<file path="config.mk">
export PLATFORM = sky130hd
export DESIGN_NAME = plas_root_cell
export DESIGN_NICKNAME = d
export VERILOG_FILES = /design/src/plas_pkg.sv /design/src/plas_root_cell.sv
export SDC_FILE = /design/constraint.sdc
export NUM_CORES = 1
export LEC_CHECK = 0
export BUFFER_PORTS_ARGS = -buffer_cell sky130_fd_sc_hd__buf_2
export CAP_MARGIN = 10
export CELL_PAD_IN_SITES_DETAIL_PLACEMENT = 2
export CELL_PAD_IN_SITES_GLOBAL_PLACEMENT = 2
export CORE_AREA = 2 2 148 150
export CTS_CLUSTER_SIZE = 8
export DETAILED_ROUTE_END_ITERATION = 10
export DIE_AREA = 0 0 150 152
export GPL_ROUTABILITY_DRIVEN = 0
export PLACE_DENSITY_LB_ADDON = 0.1
export SLEW_MARGIN = 0
export SYNTH_ARGS = -nofsm -noshare
export SYNTH_HDL_FRONTEND = slang
export SYNTH_SLANG_ARGS = --single-unit
export TNS_END_PERCENT = 1
</file>
<file path="constraint.sdc">
create_clock -name clk -period 5.7 [get_ports clk]
set_input_delay 0 -clock clk [delete_from_list [all_inputs] [get_ports clk]]
set_output_delay 0 -clock clk [all_outputs]
set_load 0.02 [all_outputs]
</file>
<file path="src/plas_pkg.sv">
package plas_pkg;

  localparam int COORD_BITS_DEF = 12;
  localparam int SINE_DEPTH_DEF = 256;

  localparam int FIELD_BITS = 12;
  localparam int PHASE_BITS = 16;
  localparam int GREY_BITS = 8;
  localparam int ANGLE_BITS = 16;
  localparam int IN_TDATA_BITS = 40;
  localparam int SINE_BITS = 15;

  localparam logic [63:0] PI_Q29 = 64'd1686629713;
  localparam logic [63:0] ONE_Q30 = 64'd1 << 30;

  // taylor series divisors (2k)(2k+1)
  localparam logic [63:0] SER_DIV_7 = 64'd210;
  localparam logic [63:0] SER_DIV_6 = 64'd156;
  localparam logic [63:0] SER_DIV_5 = 64'd110;
  localparam logic [63:0] SER_DIV_4 = 64'd72;
  localparam logic [63:0] SER_DIV_3 = 64'd42;
  localparam logic [63:0] SER_DIV_2 = 64'd20;
  localparam logic [63:0] SER_DIV_1 = 64'd6;

  // turns per radian over the divisor, Q0.32
  localparam int KW = 28;
  localparam logic [KW-1:0] K_4 =
    KW'(((64'd1 << 60) + (64'd4 * PI_Q29) / 64'd2) / (64'd4 * PI_Q29));
  localparam logic [KW-1:0] K_5 =
    KW'(((64'd1 << 60) + (64'd5 * PI_Q29) / 64'd2) / (64'd5 * PI_Q29));
  localparam logic [KW-1:0] K_6 =
    KW'(((64'd1 << 60) + (64'd6 * PI_Q29) / 64'd2) / (64'd6 * PI_Q29));
  localparam logic [KW-1:0] K_7 =
    KW'(((64'd1 << 60) + (64'd7 * PI_Q29) / 64'd2) / (64'd7 * PI_Q29));

  typedef struct packed {
    logic [PHASE_BITS-1:0] phase;
    logic [ANGLE_BITS-1:0] ang3;
    logic [ANGLE_BITS-1:0] ang2;
    logic [ANGLE_BITS-1:0] ang1;
  } angle_set_t;

  // sine of theta (Q.30 radians, up to pi/2) in Q1.15, evaluated at elaboration
  function automatic logic [SINE_BITS-1:0] sine_entry(logic [63:0] theta);
    logic [63:0] x2;
    logic [63:0] r;
    logic [63:0] s;
    logic [63:0] q;
    x2 = (theta * theta) >> 30;
    r = ONE_Q30;
    r = ONE_Q30 - ((x2 * r) >> 30) / SER_DIV_7;
    r = ONE_Q30 - ((x2 * r) >> 30) / SER_DIV_6;
    r = ONE_Q30 - ((x2 * r) >> 30) / SER_DIV_5;
    r = ONE_Q30 - ((x2 * r) >> 30) / SER_DIV_4;
    r = ONE_Q30 - ((x2 * r) >> 30) / SER_DIV_3;
    r = ONE_Q30 - ((x2 * r) >> 30) / SER_DIV_2;
    r = ONE_Q30 - ((x2 * r) >> 30) / SER_DIV_1;
    s = (theta * r) >> 30;
    q = (s + (64'd1 << 14)) >> 15;
    if (q > 64'd32767) begin
      q = 64'd32767;
    end
    return q[SINE_BITS-1:0];
  endfunction

endpackage

</file>
<file path="src/plas_root_cell.sv">
module plas_root_cell #(
  parameter int ROOT_BITS = 21
) (
  input  logic                       clk,
  input  logic                       rst_n,
  input  logic                       up_valid,
  output logic                       up_ready,
  input  logic [ROOT_BITS+1:0]       up_rem,
  input  logic [ROOT_BITS-1:0]       up_root,
  input  logic [2*ROOT_BITS-1:0]     up_rad,
  input  plas_pkg::angle_set_t       up_pay,
  output logic                       dn_valid,
  input  logic                       dn_ready,
  output logic [ROOT_BITS+1:0]       dn_rem,
  output logic [ROOT_BITS-1:0]       dn_root,
  output logic [2*ROOT_BITS-1:0]     dn_rad,
  output plas_pkg::angle_set_t       dn_pay
);
  import plas_pkg::*;

  localparam int RW = ROOT_BITS + 2;
  localparam int VW = 2 * ROOT_BITS;

  logic             valid_r;
  logic [RW-1:0]    rem_r, rem_nxt;
  logic [ROOT_BITS-1:0] root_r, root_nxt;
  logic [VW-1:0]    rad_r, rad_nxt;
  angle_set_t       pay_r;

  logic [RW+1:0]    rem_sh;
  logic [RW+1:0]    trial;
  logic             fits;

  // one root bit per cell
  always_comb begin
    rem_sh = {up_rem, up_rad[VW-1 -: 2]};
    trial = (RW+2)'({up_root, 2'b01});
    fits = (rem_sh >= trial);
    rem_nxt = fits ? RW'(rem_sh - trial) : RW'(rem_sh);
    root_nxt = {up_root[ROOT_BITS-2:0], fits};
    rad_nxt = up_rad << 2;
  end

  assign up_ready = !valid_r || dn_ready;

  always_ff @(posedge clk) begin
    if (!rst_n) begin
      valid_r <= 1'b0;
    end else if (up_ready) begin
      valid_r <= up_valid;
    end
  end

  always_ff @(posedge clk) begin
    if (up_ready) begin
      rem_r <= rem_nxt;
      root_r <= root_nxt;
      rad_r <= rad_nxt;
      pay_r <= up_pay;
    end
  end

  assign dn_valid = valid_r;
  assign dn_rem = rem_r;
  assign dn_root = root_r;
  assign dn_rad = rad_r;
  assign dn_pay = pay_r;

endmodule

</file>
==> flow_metrics.py <==
metrics = {
    "sta": {
        "fmax_ghz": 0.297,
        "skew_ps": 12.8,
        "tns_ps": 0,
        "hold_viol_final": 0,
        "period_minus_slack_ps": 3370,
        "finalMaxSlewViolations": 0,
        "finalSetupViolations": 0,
        "tightest_slew_ps": 1130,
        "finalCritPeriodShare": 0.591,
        "slew_headroom": 0.248,
        "rsz0062_at_grt": "no",
    },
    "setup_path": {
        "cp_cell_sequence": "dlygate4sd3_1 -> buf_2 -> ha_1 -> nand4_1 -> a221oi_2 -> o31ai_2 -> o21ai_2 -> a31oi_1 -> o21ai_4 -> mux2_2",
        "cp_slowest_cell": "o21ai_4",
        "cp.arrival_ps": 3540,
        "slowest_delay_ps": 840,
        "endpoint_kind": "flop",
        "critPathMaxFanout": 23,
        "criticalPathCategory": "in2reg",
        "cp_top_family": "compound AO/OA/AOI/OAI gates",
        "critPathBufInv": 2,
        "crit_required_ps": 5870,
        "cp-start-kind": "input port",
    },
    "detailed_routing": {
        "drt_pass1_iterations": 4,
        "vias": 5140,
        "ant_nets": 0,
        "drc": 0,
        "avgRoutedWirePerCell_um": 22.0,
        "drt_wl_total_um": 24900,
        "first_iter_violations": 277,
        "vias_per_cell": 4.52,
    },
    "clock_tree": {
        "cts_buffers": 17,
        "clock_sinks": 149,
        "tritoncts": "built",
        "clock_path_buffers": 2,
        "path_clk_slew_ps": 70,
        "root_buffer": "clkbuf_16",
        "htreeDepth": 4,
        "post-cts-setup-buffers": 0,
        "worstSkewPairLatency_ps": 420,
        "post_cts_resized": 0,
    },
    "floorplan": {
        "die_h_um": 152,
        "start_util": 0.292,
        "fp.dieArea_mm2": 0.0228,
        "core_area_mm2": 0.0214,
        "fp.dieW_um": 150,
        "num_rows": 54,
        "top_level_ports": 306,
    },
    "power_and_ir_drop": {
        "netSwitchingPower_uw": 910,
        "p_clk_frac": 0.364,
        "power_frac_seq": 0.434,
        "powerDensity_mw_per_mm2": 310,
        "combPwrFrac": 0.203,
        "total_power_mw": 3.13,
        "power.leakage_nw": 4.52,
        "intPower_mw": 2.22,
        "peakVddDrop_mv": 0.206,
        "swShare": 0.291,
    },
    "layout": {
        "syn_to_final_growth_pct": 61.4,
        "nets": 1017,
        "final_cell_mix": "buf_2, edfxtp_1, dlygate4sd3_1",
        "drive_above_1_share": 0.427,
        "final_common_cell": "buf_2",
        "nFillCells": 2180,
    },
    "min_path": {
        "min_path_type": "in2reg",
    },
    "global_route": {
        "grt_pass1_wl_um": 37200,
        "grt_usage": 0.220,
        "antenna_found_initial": 3,
        "grt_pass1_vias": 5755,
        "grt-ovfl-total": 0,
        "grt_max_degree": 89,
    },
    "logic_synthesis": {
        "synth_seq_area_share": 0.715,
        "yosys_register_bits": 149,
        "yosys_warnings": 0,
        "ys.flop_type": "edfxtp_1",
        "synth_cell_type_count": 48,
        "async_flop_share": 0,
        "netlist_area_mm2": 0.00624,
        "avgSynthCellArea_um2": 16.3,
        "synth_edf_count": 148,
        "syn_inst": 383,
    },
    "outcome": {
        "status": "completed",
    },
    "placed_design": {
        "portBuffers": 303,
        "hpwlAfterDp_um": 16000,
    },
    "run": {
        "max_cap_viol_count": 0,
    },
}
-- Yosys cell counts (all sizes together) (2+ instances only) --
| master | n | area share |
|---|---|---|
| nor3b | 2 | 0.0024 |
| xor2 | 7 | 0.0098 |
| ha | 23 | 0.046 |
| buf | 13 | 0.017 |
| o21a | 2 | 0.0024 |
| nor2 | 6 | 0.0036 |
| nand3 | 5 | 0.0040 |
| o21ai | 19 | 0.018 |
| nand4 | 6 | 0.0060 |
| clkbuf | 2 | 0.0044 |
| a2111oi | 2 | 0.0028 |
| nor2b | 2 | 0.0020 |
| nor4 | 2 | 0.0020 |
| mux2 | 19 | 0.044 |
| mux2i | 2 | 0.0032 |
| nand2 | 9 | 0.0054 |
| xnor2 | 12 | 0.017 |
| o31ai | 2 | 0.0032 |
| edfxtp | 148 | 0.71 |
| inv | 31 | 0.019 |
| a211o | 4 | 0.0056 |
| a21oi | 19 | 0.016 |
| a21o | 10 | 0.012 |
| o211ai | 3 | 0.0036 |
| nand2b | 4 | 0.0040 |
| o22ai | 2 | 0.0020 |
| a31oi | 7 | 0.0070 |
| nor3 | 5 | 0.0040 |
| a21boi | 3 | 0.0036 |
-- metrics by stage --
stage	cells	utilization	instance area (um2)	hold slack, ps	setup WS [ps]
4_1_cts	1133	0.472	10100	23.0	2240
5_1_grt	1136	0.472	10100	55.8	2070
6_report	1136	0.472	10100	27.2	2330
3_3_place_gp	954	0.375	8010	176	2490
3_5_place_dp	954	0.375	8010	178	2390
2_1_floorplan	384	-	6250	98.9	1070
-- power groups by stage --
stage	Combinational, mW	Clock, mW	Sequential, mW
finish	0.634	1.14	1.36
global route	0.685	1.21	1.37
CTS	0.631	1.16	1.35
detailed placement	0.543	0	1.37
global placement	0.532	0	1.37
floorplan	0.201	0	1.51
-- sequential cells by signal, summed over array words and instances (netlist names) --
name      flops
dn_pay       64
dn_rad       40
dn_rem       23
dn_root      21
dn_valid      1
-- metal layers --
metal	global-route usage	up-vias	wire (um)
met4	0.0490	0	305
met3	0.0592	24	1610
li1	-	2379	-
met2	0.413	194	13600
met1	0.244	2543	9440
met5	0	-	0
-- logic make-up after synthesis --
| family | Yosys count | share of synthesized area |
|---|---|---|
| AO/OA/AOI/OAI | 80 | 0.0868 |
| XOR/XNOR | 19 | 0.0267 |
| adder cells (fa/ha/maj) | 23 | 0.0461 |
| buffers and inverters | 46 | 0.0401 |
| flip-flops | 149 | 0.715 |
| multiplexers | 21 | 0.0471 |
| other | 1 | 0.000601 |
| AND/OR/NAND/NOR | 44 | 0.0375 |
-- cell type report --
class / instances / area, um2 / area share
Clock inverter: 15 / 164 / 0.0163
Multi-Input combinational cell: 189 / 1550 / 0.153
Clock buffer: 17 / 425 / 0.0422
Antenna cell: 3 / 7.51 / 0.000745
Timing Repair Buffer: 452 / 3000 / 0.298
Inverter: 31 / 116 / 0.0115
Sequential cell: 149 / 4460 / 0.443
Tap cell: 280 / 350 / 0.0348
-- path summary, 6_finish.rpt --
check        slack, ps     endpoint       start  cells after the start
max               2330   dn_rem[22]   up_rem[5]                     10
min                 30    dn_rem[1]  up_rad[41]                      3
max reg2reg       3740     dn_valid    dn_valid                      4
min reg2reg       1090  dn_root[12]    dn_valid                      2
-- worst register-to-register path, stage by stage, from the launching register on --
cell and delay, ps:
dfxtp_1 340, nand2b_4 80, buf_4 640, a21boi_0 190
dlygate4sd3_1 610
-- timing repair --
| action | in CTS | in global routing |
|---|---|---|
| endpoints found under the setup margin | 0 | 0 |
| hold buffers | 147 | 0 |
| endpoints found under the hold margin | 146 | 0 |
Power figures use the tool's default switching activity.
